[config.mk]
export PLATFORM = sky130hd
export DESIGN_NAME = salsa20_stream_cipher_core
export DESIGN_NICKNAME = d
export VERILOG_FILES = /design/src/rtl/core/salsa_pkg.sv /design/src/rtl/core/salsa_arx.sv /design/src/rtl/core/salsa_seq.sv /design/src/rtl/core/salsa20_stream_cipher_core.sv
export SDC_FILE = /design/constraint.sdc
export NUM_CORES = 2
export LEC_CHECK = 0
export BUFFER_PORTS_ARGS = -buffer_cell sky130_fd_sc_hd__buf_2
export CORE_ASPECT_RATIO = 0.75
export CORE_MARGIN = 5
export CORE_UTILIZATION = 40
export CTS_CLUSTER_SIZE = 12
export DETAILED_ROUTE_END_ITERATION = 6
export HOLD_SLACK_MARGIN = 0.15
export SYNTH_ARGS = -nofsm -noshare
export SYNTH_HDL_FRONTEND = slang
export SYNTH_SLANG_ARGS = --single-unit
[constraint.sdc]
create_clock -name clk -period 5.8 [get_ports clk]
set_input_delay 0.29 -clock clk [delete_from_list [all_inputs] [get_ports clk]]
set_output_delay 0.29 -clock clk [all_outputs]
set_load 0.03 [all_outputs]
[src/rtl/core/salsa_pkg.sv]
// Shared types, constants and helper functions for the Salsa20/20 stream cipher core.
// Used by salsa_seq, the top level, the checker and the testbench. No dependencies.
`timescale 1ns / 1ps
`default_nettype none

package salsa_pkg;

  // Configuration register indexes
  localparam int CFG_AW = 3;
  localparam logic [CFG_AW-1:0] CFG_KEY0  = 3'd0;
  localparam logic [CFG_AW-1:0] CFG_KEY1  = 3'd1;
  localparam logic [CFG_AW-1:0] CFG_KEY2  = 3'd2;
  localparam logic [CFG_AW-1:0] CFG_KEY3  = 3'd3;
  localparam logic [CFG_AW-1:0] CFG_MODE  = 3'd4;
  localparam logic [CFG_AW-1:0] CFG_NONCE = 3'd5;
  localparam logic [CFG_AW-1:0] CFG_START = 3'd6;

  // "expand 32-byte k" (sigma) and "expand 16-byte k" (tau) diagonal words
  localparam logic [31:0] CONST_W0       = 32'h61707865;
  localparam logic [31:0] SIGMA_W5       = 32'h3320646e;
  localparam logic [31:0] SIGMA_W10      = 32'h79622d32;
  localparam logic [31:0] TAU_W5         = 32'h3120646e;
  localparam logic [31:0] TAU_W10        = 32'h79622d36;
  localparam logic [31:0] CONST_W15      = 32'h6b206574;

  // 10 double rounds = 20 rounds x 4 quarter rounds x 4 add-rotate-xor steps
  localparam int STEP_W = 9;
  localparam logic [STEP_W-1:0] LAST_STEP = 9'd319;

  typedef enum logic [1:0] {
    SEQ_IDLE,
    SEQ_LOAD,
    SEQ_ROUND,
    SEQ_FF
  } seq_state_t;

  typedef enum logic [1:0] {
    PH_SRC,
    PH_DST,
    PH_WB
  } phase_t;

  typedef enum logic [1:0] {
    WR_INIT,
    WR_XOR,
    WR_SUM
  } wr_src_t;

  typedef enum logic [1:0] {
    CS_IDLE,
    CS_GEN,
    CS_READ,
    CS_OUT
  } core_state_t;

  // Sequencer controls toward the working-state memory and the shared unit
  typedef struct packed {
    logic       wr_en;
    logic [3:0] wr_addr;
    wr_src_t    wr_src;
    logic [3:0] rd0_addr;
    logic [3:0] rd1_addr;
    logic       unit_en;
    logic       unit_ff;
    logic [4:0] rot;
    logic [3:0] init_idx;
    logic       done;
  } seq_ctl_t;

  // Word index of quarter-round role pos (a=0, b=1, c=2, d=3)
  function automatic logic [3:0] qr_word(input logic row, input logic [1:0] qr,
                                         input logic [1:0] pos);
    logic [15:0] quad;
    quad = 16'h0000;
    case ({row, qr})
      3'b000:  quad = {4'd12, 4'd8,  4'd4,  4'd0};
      3'b001:  quad = {4'd1,  4'd13, 4'd9,  4'd5};
      3'b010:  quad = {4'd6,  4'd2,  4'd14, 4'd10};
      3'b011:  quad = {4'd11, 4'd7,  4'd3,  4'd15};
      3'b100:  quad = {4'd3,  4'd2,  4'd1,  4'd0};
      3'b101:  quad = {4'd4,  4'd7,  4'd6,  4'd5};
      3'b110:  quad = {4'd9,  4'd8,  4'd11, 4'd10};
      3'b111:  quad = {4'd14, 4'd13, 4'd12, 4'd15};
      default: quad = 16'h0000;
    endcase
    return quad[{pos, 2'b00} +: 4];
  endfunction

  // Rotate distance of each step of a quarter round
  function automatic logic [4:0] step_rot(input logic [1:0] st);
    logic [4:0] r;
    r = 5'd0;
    case (st)
      2'd0:    r = 5'd7;
      2'd1:    r = 5'd9;
      2'd2:    r = 5'd13;
      2'd3:    r = 5'd18;
      default: r = 5'd0;
    endcase
    return r;
  endfunction

endpackage

`default_nettype wire

[src/rtl/core/salsa_arx.sv]
// Shared add-rotate unit: one 32-bit add and a left rotate, result registered.
// Does not depend on salsa_pkg; no package items are needed here.
`timescale 1ns / 1ps
`default_nettype none

module salsa_arx (
  input  wire logic        clk,
  input  wire logic        en,
  input  wire logic [31:0] op_a,
  input  wire logic [31:0] op_b,
  input  wire logic [4:0]  rot,
  output logic [31:0]      res_r
);

  logic [31:0] sum;
  logic [63:0] dbl;
  logic [31:0] res_nxt;

  always_comb begin
    sum     = op_a + op_b;
    dbl     = {sum, sum} << rot;
    res_nxt = dbl[63:32];
  end

  always_ff @(posedge clk) begin
    if (en) begin
      res_r <= res_nxt;
    end
  end

endmodule

`default_nettype wire

[src/rtl/core/salsa_seq.sv]
// Block sequencer: load, 320 add-rotate-xor steps, 16 feed-forward adds.
// Depends on salsa_pkg for the control struct, state enums and round tables.
`timescale 1ns / 1ps
`default_nettype none

module salsa_seq (
  input  wire logic           clk,
  input  wire logic           rst_n,
  input  wire logic           start,
  output salsa_pkg::seq_ctl_t ctl
);
  import salsa_pkg::*;

  seq_state_t        state_r, state_nxt;
  phase_t            phase_r, phase_nxt;
  logic [STEP_W-1:0] step_r, step_nxt;
  logic [3:0]        idx_r, idx_nxt;

  logic       row;
  logic [1:0] qr;
  logic [1:0] st;
  logic [3:0] wx, wy, wz;

  always_comb begin
    row = step_r[4];
    qr  = step_r[3:2];
    st  = step_r[1:0];
    wx  = qr_word(row, qr, st + 2'd1);
    wy  = qr_word(row, qr, st);
    wz  = qr_word(row, qr, st + 2'd3);
  end

  always_ff @(posedge clk) begin
    if (!rst_n) begin
      state_r <= SEQ_IDLE;
      phase_r <= PH_SRC;
      step_r  <= '0;
      idx_r   <= '0;
    end else begin
      state_r <= state_nxt;
      phase_r <= phase_nxt;
      step_r  <= step_nxt;
      idx_r   <= idx_nxt;
    end
  end

  always_comb begin
    state_nxt = state_r;
    phase_nxt = phase_r;
    step_nxt  = step_r;
    idx_nxt   = idx_r;
    ctl       = '0;
    ctl.wr_src = WR_INIT;
    case (state_r)
      SEQ_IDLE: begin
        if (start) begin
          state_nxt = SEQ_LOAD;
          idx_nxt   = '0;
        end
      end
      SEQ_LOAD: begin
        ctl.wr_en    = 1'b1;
        ctl.wr_addr  = idx_r;
        ctl.wr_src   = WR_INIT;
        ctl.init_idx = idx_r;
        idx_nxt      = idx_r + 4'd1;
        if (idx_r == 4'd15) begin
          state_nxt = SEQ_ROUND;
          phase_nxt = PH_SRC;
          step_nxt  = '0;
        end
      end
      SEQ_ROUND: begin
        case (phase_r)
          PH_SRC: begin
            ctl.rd0_addr = wy;
            ctl.rd1_addr = wz;
            phase_nxt    = PH_DST;
          end
          PH_DST: begin
            ctl.rd0_addr = wx;
            ctl.unit_en  = 1'b1;
            ctl.rot      = step_rot(st);
            phase_nxt    = PH_WB;
          end
          PH_WB: begin
            ctl.wr_en   = 1'b1;
            ctl.wr_addr = wx;
            ctl.wr_src  = WR_XOR;
            phase_nxt   = PH_SRC;
            step_nxt    = step_r + 9'd1;
            if (step_r == LAST_STEP) begin
              state_nxt = SEQ_FF;
              idx_nxt   = '0;
            end
          end
          default: phase_nxt = PH_SRC;
        endcase
      end
      SEQ_FF: begin
        case (phase_r)
          PH_SRC: begin
            ctl.rd0_addr = idx_r;
            phase_nxt    = PH_DST;
          end
          PH_DST: begin
            ctl.unit_en  = 1'b1;
            ctl.unit_ff  = 1'b1;
            ctl.init_idx = idx_r;
            phase_nxt    = PH_WB;
          end
          PH_WB: begin
            ctl.wr_en   = 1'b1;
            ctl.wr_addr = idx_r;
            ctl.wr_src  = WR_SUM;
            phase_nxt   = PH_SRC;
            idx_nxt     = idx_r + 4'd1;
            if (idx_r == 4'd15) begin
              ctl.done  = 1'b1;
              state_nxt = SEQ_IDLE;
            end
          end
          default: phase_nxt = PH_SRC;
        endcase
      end
      default: state_nxt = SEQ_IDLE;
    endcase
  end

endmodule

`default_nettype wire

[src/rtl/core/salsa20_stream_cipher_core.sv]
// Top level of the Salsa20/20 stream cipher core: config registers, byte FSM,
// working-state memory. Depends on salsa_pkg, salsa_seq and salsa_arx.
`timescale 1ns / 1ps
`default_nettype none

// Salsa20/20 byte-stream cipher. Each input transaction carries one byte and
// a first-of-message flag; each output transaction carries that byte XORed
// with the next keystream byte. A first byte reloads the block counter from
// start_counter (high word zero) and resets the byte position. Whenever the
// position is 0 a fresh 64-byte block is computed in a 16 x 32 working
// memory with two read ports and one write port, driven by one shared
// add-rotate unit under a sequencer: 16 loads, 320 add-rotate-xor steps
// (read operands, read target and add-rotate, XOR and write back) and 16
// feed-forward adds. A byte that opens a block waits for that block and
// then for a memory read and its result; every other byte goes through
// accept, memory read and result. The result sits in an output register,
// so a new byte is accepted while it waits. Write configuration only while
// idle; key, nonce and mode take effect at the next block, start_counter at
// the next first byte.
module salsa20_stream_cipher_core (
  input  wire logic                        clk,
  input  wire logic                        rst_n,
  // input stream
  input  wire logic                        in_tvalid,
  output logic                             in_tready,
  input  wire logic [7:0]                  in_tdata,   // [7:0] data_in
  input  wire logic                        in_tuser,   // [0] first_byte
  // output stream
  output logic                             out_tvalid,
  input  wire logic                        out_tready,
  output logic [7:0]                       out_tdata,  // [7:0] data_out
  // configuration write port
  input  wire logic                        cfg_we,
  input  wire logic [salsa_pkg::CFG_AW-1:0] cfg_addr,
  input  wire logic [63:0]                 cfg_wdata
);
  import salsa_pkg::*;

  // Configuration registers
  logic [63:0] key0_r, key1_r, key2_r, key3_r, nonce_r;
  logic        mode_r;
  logic [31:0] start_r;

  always_ff @(posedge clk) begin
    if (!rst_n) begin
      key0_r  <= '0;
      key1_r  <= '0;
      key2_r  <= '0;
      key3_r  <= '0;
      mode_r  <= 1'b1;
      nonce_r <= '0;
      start_r <= '0;
    end else if (cfg_we) begin
      case (cfg_addr)
        CFG_KEY0:  key0_r  <= cfg_wdata;
        CFG_KEY1:  key1_r  <= cfg_wdata;
        CFG_KEY2:  key2_r  <= cfg_wdata;
        CFG_KEY3:  key3_r  <= cfg_wdata;
        CFG_MODE:  mode_r  <= cfg_wdata[0];
        CFG_NONCE: nonce_r <= cfg_wdata;
        CFG_START: start_r <= cfg_wdata[31:0];
        default: ;  // drop writes to unused indexes
      endcase
    end
  end

  // Byte control
  core_state_t state_r, state_nxt;
  logic [63:0] ctr_r, ctr_nxt;
  logic [5:0]  pos_r, pos_nxt;
  logic [7:0]  din_r, din_nxt;
  logic        out_valid_r, out_valid_nxt;
  logic [7:0]  out_data_r, out_data_nxt;
  logic        seq_start;

  seq_ctl_t    ctl;

  // Working-state memory and shared unit
  logic [31:0] work_mem [16];
  logic [31:0] rd0_q, rd1_q;
  logic [3:0]  rd0_addr;
  logic [31:0] wr_data;
  logic [31:0] init_word;
  logic [31:0] unit_b;
  logic [31:0] unit_q;
  logic [63:0] hi0, hi1;
  logic [7:0]  ks_byte;

  salsa_seq u_seq (
    .clk   (clk),
    .rst_n (rst_n),
    .start (seq_start),
    .ctl   (ctl)
  );

  salsa_arx u_arx (
    .clk   (clk),
    .en    (ctl.unit_en),
    .op_a  (rd0_q),
    .op_b  (unit_b),
    .rot   (ctl.rot),
    .res_r (unit_q)
  );

  // Block input words, selected by the sequencer's word index
  always_comb begin
    hi0       = mode_r ? key2_r : key0_r;
    hi1       = mode_r ? key3_r : key1_r;
    init_word = '0;
    case (ctl.init_idx)
      4'd0:    init_word = CONST_W0;
      4'd1:    init_word = key0_r[31:0];
      4'd2:    init_word = key0_r[63:32];
      4'd3:    init_word = key1_r[31:0];
      4'd4:    init_word = key1_r[63:32];
      4'd5:    init_word = mode_r ? SIGMA_W5 : TAU_W5;
      4'd6:    init_word = nonce_r[31:0];
      4'd7:    init_word = nonce_r[63:32];
      4'd8:    init_word = ctr_r[31:0];
      4'd9:    init_word = ctr_r[63:32];
      4'd10:   init_word = mode_r ? SIGMA_W10 : TAU_W10;
      4'd11:   init_word = hi0[31:0];
      4'd12:   init_word = hi0[63:32];
      4'd13:   init_word = hi1[31:0];
      4'd14:   init_word = hi1[63:32];
      4'd15:   init_word = CONST_W15;
      default: init_word = '0;
    endcase
  end

  always_comb begin
    unit_b   = ctl.unit_ff ? init_word : rd1_q;
    // Outside block generation, port 0 follows the current keystream word
    rd0_addr = (state_r == CS_GEN) ? ctl.rd0_addr : pos_r[5:2];
    wr_data  = '0;
    case (ctl.wr_src)
      WR_INIT: wr_data = init_word;
      WR_XOR:  wr_data = rd0_q ^ unit_q;
      WR_SUM:  wr_data = unit_q;
      default: wr_data = '0;
    endcase
  end

  always_ff @(posedge clk) begin
    if (ctl.wr_en) begin
      work_mem[ctl.wr_addr] <= wr_data;
    end
    rd0_q <= work_mem[rd0_addr];
    rd1_q <= work_mem[ctl.rd1_addr];
  end

  always_comb begin
    ks_byte = '0;
    case (pos_r[1:0])
      2'd0:    ks_byte = rd0_q[7:0];
      2'd1:    ks_byte = rd0_q[15:8];
      2'd2:    ks_byte = rd0_q[23:16];
      2'd3:    ks_byte = rd0_q[31:24];
      default: ks_byte = '0;
    endcase
  end

  always_ff @(posedge clk) begin
    if (!rst_n) begin
      state_r     <= CS_IDLE;
      ctr_r       <= '0;
      pos_r       <= '0;
      out_valid_r <= 1'b0;
    end else begin
      state_r     <= state_nxt;
      ctr_r       <= ctr_nxt;
      pos_r       <= pos_nxt;
      out_valid_r <= out_valid_nxt;
    end
  end

  always_ff @(posedge clk) begin
    din_r      <= din_nxt;
    out_data_r <= out_data_nxt;
  end

  always_comb begin
    state_nxt     = state_r;
    ctr_nxt       = ctr_r;
    pos_nxt       = pos_r;
    din_nxt       = din_r;
    out_data_nxt  = out_data_r;
    out_valid_nxt = out_valid_r;
    seq_start     = 1'b0;
    in_tready     = (state_r == CS_IDLE);

    // Drop the held result once the sink takes it
    if (out_valid_r && out_tready) begin
      out_valid_nxt = 1'b0;
    end

    case (state_r)
      CS_IDLE: begin
        if (in_tvalid) begin
          din_nxt = in_tdata;
          if (in_tuser) begin
            pos_nxt   = '0;
            ctr_nxt   = {32'd0, start_r};
            seq_start = 1'b1;
            state_nxt = CS_GEN;
          end else if (pos_r == 6'd0) begin
            seq_start = 1'b1;
            state_nxt = CS_GEN;
          end else begin
            state_nxt = CS_READ;
          end
        end
      end
      CS_GEN: begin
        // Advance the counter once the block is in memory
        if (ctl.done) begin
          ctr_nxt   = ctr_r + 64'd1;
          state_nxt = CS_READ;
        end
      end
      CS_READ: begin
        state_nxt = CS_OUT;
      end
      CS_OUT: begin
        // Hold until the output register is free
        if (!out_valid_r || out_tready) begin
          out_data_nxt  = din_r ^ ks_byte;
          out_valid_nxt = 1'b1;
          pos_nxt       = pos_r + 6'd1;
          state_nxt     = CS_IDLE;
        end
      end
      default: state_nxt = CS_IDLE;
    endcase
  end

  assign out_tvalid = out_valid_r;
  assign out_tdata  = out_data_r;

endmodule

`default_nettype wire

[After elaboration in Yosys (flattened, before gate mapping)]
Memory sizes are Yosys's and may differ from the RTL's. A register that Yosys moved wholly into a read port is not among the register bits.
Index checks and enable logic that the tools add are counted.
Word-level totals
  bits in registers: 491
  bits in latches: 0
  memory bits (writable): 512
  ROM bits: 384
  output and inout port bits: 10
  logic and storage cells: 192
  memories kept: 4
Cells by class
  $add $sub $neg: 7
  $mul: 0
  div/mod/pow operators: 0
  $lt $le $gt $ge: 0
  equal/unequal tests: 49
  shift operators: 4
  muxes and demuxes: 75
  bitwise gates (word level): 2
  reduce and logical (&&, ||, !) cells: 33
Memories
  work_mem: words 16, width 32, rd ports 2, clocked after memory_dff 2, write ports 1, RTL line salsa20_stream_cipher_core.sv:79  | logic [31:0] work_mem [16];
  (name not given): words 8, width 16, rd ports 1, clocked after memory_dff 1, write ports 0, RTL line salsa_pkg.sv:75  | case ({row, qr})
  (name not given): words 8, width 16, rd ports 1, clocked after memory_dff 1, write ports 0, RTL line salsa_pkg.sv:75
  (name not given): words 8, width 16, rd ports 1, clocked after memory_dff 1, write ports 0, RTL line salsa_pkg.sv:75
Operator list (number)
  one-hot mux 32 bit (16 select lines): 1
  two-way mux 64 bit: 5
  one-hot mux 64 bit (2 select lines): 1
  one-hot mux 32 bit (3 select lines): 1
  adder 64 x 1 -> 64 bit, second input constant: 1
  << shifter 64 x 5 -> 64 bit: 1
  indexed part select 16 x 5 -> 4 bit: 3
  equality test 4 bit, second input constant: 9
  two-way mux 4 bit: 9
  adder 32 bit: 1
  two-way mux 32 bit: 1
  one-hot mux 8 bit (4 select lines): 1
  XOR 32 bit: 1
  two-way mux 26 bit: 1
  two-way mux 2 bit: 12
  one-hot mux 4 bit (2 select lines): 3
  two-way mux 3 bit: 7
  one-hot mux 7 bit (3 select lines): 1
  equality test 2 bit, second input constant: 10
  one-hot mux 5 bit (4 select lines): 1
  AND reduction 2 bit: 10
  two-way mux 6 bit: 3
  two-way mux 9 bit: 2
  one-hot mux 9 bit (2 select lines): 1
  other kinds (36): 84

[Longest topological paths before layout]
  depth in word-level cells: 8
  gate-level depth with buffers: 28
  depth with buffers taken out: 22

[Cells and area by module]
From an unflattened synthesis, not the netlist that was laid out.
Unflattened totals
  cell total of the unflattened synthesis: 5521
  area, all modules: 55336.8 um^2
Modules (own cells, without submodules)
  salsa20_stream_cipher_core: instances 1, cells an instance 4593, area an instance 47747.0 um^2, sequential area each 25664.6 um^2
  salsa_arx: instances 1, cells an instance 721, area an instance 5736.8 um^2, sequential area each 960.9 um^2
  salsa_seq: instances 1, cells an instance 207, area an instance 1853.0 um^2, sequential area each 540.5 um^2

[Worst setup path before layout]
No wires, ideal clock.
  path kind: reg-to-reg
  start point: reg u_seq.step_r[0]
  end point: mem work_mem[2][0], enable pin
  library setup time: 468 ps
  arrival: 5371 ps
  path slack: -39 ps
  cell stages (with the launch flop): 11
  path buffers: 3
  clock period less this slack: 5839 ps
  path through: dfxtp_1 clkbuf_1 clkbuf_1 inv_1 ha_1 clkbuf_1 mux4_2 a22oi_1 a21oi_1 or3_1 nor3b_1
Between the ends
  word-level cells in the longest chain between the ends: 4
RTL lines
  start: declaration: RTL line salsa_seq.sv:16  | logic [STEP_W-1:0] step_r, step_nxt;
  start signal: assignment: RTL line salsa_seq.sv:42  | step_r <= step_nxt;
  adder 2 x 1 -> 2 bit: RTL line salsa_seq.sv:28  | wx = qr_word(row, qr, st + 2'd1);
  indexed part select 16 x 5 -> 4 bit: RTL line salsa_pkg.sv:86  | return quad[{pos, 2'b00} +: 4];
  two-way mux 7 bit: RTL line salsa_seq.sv:74  | case (phase_r)
  one-hot mux 7 bit (3 select lines): RTL line salsa_seq.sv:54  | case (state_r)
  end: declaration: RTL line salsa20_stream_cipher_core.sv:79
Every way passes these cells.

[Final worst setup path]
  start point: reg u_seq.state_r[1]
  end point: reg u_arx.res_r[1], data pin
Between the ends
  word-level cells in the longest chain between the ends: 7
  elaborated cells on any way between the ends: 26
  those cells by class: 1 x add/sub; 18 x eq/ne; 1 x shift; 5 x mux; 1 x reduce/logical
RTL lines
  start: declaration: RTL line salsa_seq.sv:14  | seq_state_t state_r, state_nxt;
  start signal: assignment: RTL line salsa_seq.sv:40  | state_r <= state_nxt;
  equality test 2 bit / equality test 2 x 1 -> 1 bit (equally long branches): RTL line salsa_seq.sv:54
  one-hot mux 4 bit (2 select lines): RTL line salsa_seq.sv:54
  equality test 4 bit (tied with other cells): RTL line salsa20_stream_cipher_core.sv:110  | case (ctl.init_idx)
  one-hot mux 32 bit (16 select lines): RTL line salsa20_stream_cipher_core.sv:110
  two-way mux 32 bit: RTL line salsa20_stream_cipher_core.sv:132  | unit_b = ctl.unit_ff ? init_word : rd1_q;
  adder 32 bit: RTL line salsa_arx.sv:20  | sum = op_a + op_b;
  << shifter 64 x 5 -> 64 bit *: RTL line salsa_arx.sv:21  | dbl = {sum, sum} << rot;
  named net u_arx.dbl[33]: RTL line salsa_arx.sv:16  | logic [63:0] dbl;
  end signal: assignment: RTL line salsa_arx.sv:27  | res_r <= res_nxt;
  end: declaration: RTL line salsa_arx.sv:12  | output logic [31:0] res_r
Mark *: on every way through the listed nets, which the timed path passes. The rest lies on a longest branch.
A chain may end at the register's enable or synchronous reset.

==> summary.txt <==
Routing
  – Routed vias/inst: 6.159
  – Iter 0 DRT Violations: about 6.4k
  – Final WL: 205900 um
  – DRC Markers: 0
  – Detailed-route wire length per cell: approximately 27 um
  – Routed vias: about 47k
  – Drt pass-1 iters: 7
  – Number of routed nets with antenna violations: 0

Power
  – Cell Pwr Density: between 400 and 500 nW/um2
  – Worst vdd ir: 319.8 uV
  – Total design power: about 0.029 W
  – Leakage power: 23.14 nW

CTS
  – Htree depth: 3
  – Clk slew on worst S/H paths: 60 ps
  – CTS tree: yes
  – Clock Tree Root: clkbuf_16
  – Clock Path Buffers: 3
  – Clk sink count: between 1k and 1.5k
  – Num CTS Buffers: 109
  – Clk_lat worst skew: 770 ps

Die
  – Core area: 133500 um2
  – Row count: 116
  – DIE WIDTH: 433.4 um
  – Die ar.: 142000 um2
  – Initial Util: 0.4028
  – DIE HEIGHT: roughly 330 um
  – # IOs: 91

Synthesis
  – Post-synthesis net count: approximately 5.6k
  – Ys Warns: 0
  – Yosys cell types: 90
  – Yosys reg bits: 1077
  – Mapped Area: 53780 um2
  – Most common flop cell mapped by yosys: edfxtp_1
  – Syn Area/Cell: 9.838 um2
  – FFs w/ async S/R, synth: 0
  – Sequential-to-total area share from yosys stat: 0.5051
  – Mapped Cells: about 5.5k
  – Number of synthesized flops with an enable pin: 560

Global route
  – Gr usage total: 0.2799
  – Largest net degree at the start of global routing: ~190
  – First-pass GRT wire length: 298600 um
  – Initial antenna violation count: 5
  – GRT overflow: 0
  – Vias in the first global route: 43.92k

Finish
  – N_diodes: 0
  – Fin nets: 5922
  – Layout Utilization: 0.4824
  – Layout cells sized above 1: 0.1837
  – Filler Cell Count: 12.15k
  – Reg area: between 20000 and 30000 um2
  – Footprint of the multi-input gates: 25970 um2
  – Area growth, synth to finish: 19.76%
  – Finished Cell Area: 64410 um2

Setup path
  – Crit end category: register
  – RR Startpoint: u_seq.state_r[1]
  – Crit-path slowest cell: a2111o_1
  – Arrival time at the worst endpoint: between 6000 and 7000 ps
  – Critical path fanouts, max: 6
  – Kind of critical path: reg2reg
  – CP startpoint: u_seq.state_r[1]
  – Startpoint Class: register
  – CP required: about 6300 ps
  – Worst path max stage delay: 500 ps

Placement
  – DP Wirelength: 136000 um
  – I/O Buffers: 90
  – GP Congestion: 1.013
  – Post-placement cell area: approximately 60000 um2

Hold path
  – Hold Path Class: in2reg
  – Min-delay src: in_tdata[6]

Timing
  – Finish-stage setup viols: 0
  – Final min period: 5753 ps
  – RSZ-0062 raised after global routing: true
  – F_max: 173.8 MHz
  – Hold Fails Final Rpt: 0
  – Part of the cycle the worst path needs: 0.9919
  – Worst slew pin tran: 1411 ps
  – Count of pins over their slew limit: 0
  – Clock Skew: about 45 ps
  – Relative slew slack: 0.05304

Outcome
  – Status: completed

Job
  – Max Cap Violations: 0
final timing paths:
check                    to  slack, ps  cells past startpoint
max reg2reg  u_arx.res_r[1]         50                     27
min                din_r[6]        260                      2
max          u_arx.res_r[1]         50                     27
min reg2reg     start_r[12]        450                      2
critical path: cells and delay by family, from the launching register on:
family / cells / cell delay (ps)
DFF: 1 / 340
and+or+nand+nor: 3 / 410
buffers and inverters: 7 / 1100
adders and majority gates: 2 / 520
AOI/OAI and AO/OA: 13 / 2710
muxes: 2 / 370
state kept, by name (all words and copies together), names as in the netlist, named ones only:
name           flops
key1_r            64
pos_r              6
state_r            2
mode_r             1
u_arx.res_r       32
out_tvalid         1
ctr_r             64
u_seq.state_r      2
din_r              8
start_r           32
nonce_r           64
work_mem         512
u_seq.phase_r      2
key2_r            64
u_seq.step_r       9
out_tdata          8
u_seq.idx_r        4
key0_r            64
rd1_q             32
rd0_q             32
key3_r            64
stage by stage:
stage,TNS (ps),std cells,hold WS [ps],setup slack [ps]
after floorplan,0,5467,388.9,154.5
after global placement,-11050,7336,439.5,-509.2
after detailed placement,-9149,7336,446.3,-407.0
after CTS,0,7618,216.5,3.846
after global routing,-2519,7644,235.3,-151.0
final,0,7644,264.1,46.78
cells by family after synthesis:
group | share of synthesized area
AND/OR/NAND/NOR | 0.1625
AO/OA/AOI/OAI | 0.1957
flip-flops | 0.5051
buffers and inverters | 0.03517
multiplexers | 0.07670
XOR/XNOR | 0.01284
adder cells (fa/ha/maj) | 0.01200
placed cells by master, fill, tap and decap left out, types with 63 or more instances in the layout:
| cell type | Yosys | layout |
|---|---|---|
| a211oi_1 | 224 | 214 |
| a21boi_0 | 241 | 235 |
| a21oi_1 | 398 | 386 |
| a311oi_1 | 66 | 65 |
| a31oi_1 | 82 | 80 |
| and3_1 | 158 | 156 |
| buf_2 | 36 | 89 |
| buf_4 | 5 | 422 |
| clkbuf_16 | 0 | 112 |
| dfxtp_1 | 517 | 514 |
| dlygate4sd3_1 | 0 | 81 |
| edfxtp_1 | 560 | 560 |
| mux2i_1 | 87 | 85 |
| mux4_2 | 136 | 136 |
| nand2_1 | 1220 | 1209 |
| nand3_1 | 72 | 63 |
| nor2_1 | 229 | 205 |
| o21ai_0 | 186 | 159 |
cell usage after synthesis (19+ instances only):
master | number | area [um2]
nor3_1 | 49 | 245.2
buf_2 | 36 | 180.2
nor2_1 | 229 | 859.6
nor3b_1 | 35 | 262.8
xnor2_1 | 30 | 262.8
o211ai_1 | 33 | 247.7
ha_1 | 50 | 625.6
a31oi_1 | 82 | 513.0
or3_1 | 23 | 143.9
nand2_1 | 1220 | 4579
dfxtp_1 | 517 | 10350
and2_1 | 27 | 168.9
a21boi_0 | 241 | 1809
clkbuf_1 | 361 | 1355
mux2i_1 | 87 | 870.8
nand2b_1 | 27 | 168.9
a21oi_1 | 398 | 1992
xor2_1 | 47 | 411.6
a222oi_1 | 36 | 360.4
a311oi_1 | 66 | 578.1
o21ai_0 | 186 | 930.9
buf_1 | 31 | 116.4
a22oi_1 | 55 | 412.9
nand3_1 | 72 | 360.4
a211oi_1 | 224 | 1682
nand4_1 | 43 | 269.0
o22ai_1 | 19 | 118.9
inv_1 | 45 | 168.9
a22o_1 | 30 | 262.8
mux4_2 | 136 | 3063
and3_1 | 158 | 988.5
edfxtp_1 | 560 | 16820
a221oi_1 | 55 | 481.7
nor2b_1 | 50 | 312.8
power breakdown:
part	switching, W	internal, W
Combinational	0.00711	0.00534
Clock	0.00312	0.00393
Sequential	0.000512	0.00859
layer usage:
metal,GRT usage,vias to the layer above,part of all wire
met3,0.08092,353,0.12
met2,0.3966,2537,0.41
li1,-,20900,-
met1,0.4125,23280,0.43
met4,0.08217,8,0.031
met5,0.004440,-,0.00061
area by class of cell:
class,count,share of cell area
timing repair buffer,646,0.08293
clock inverter,22,0.005070
clock buffer,173,0.04971
tap,1770,0.03438
inverter,48,0.002836
sequential,1077,0.4218
multi-input combinational,3908,0.4033
timing repair:
| action | 4_1_cts | 5_1_grt |
|---|---|---|
| resized for setup | 41 | 170 |
| hold endpoints to repair | 369 | 0 |
| hold buffers | 81 | 0 |
| setup endpoints to repair | 32 | 32 |
| setup buffers | 6 | 24 |
| pin swaps | 12 | 78 |
| cloned | 0 | 1 |
Note: power is estimated with default switching activity, not from simulation.
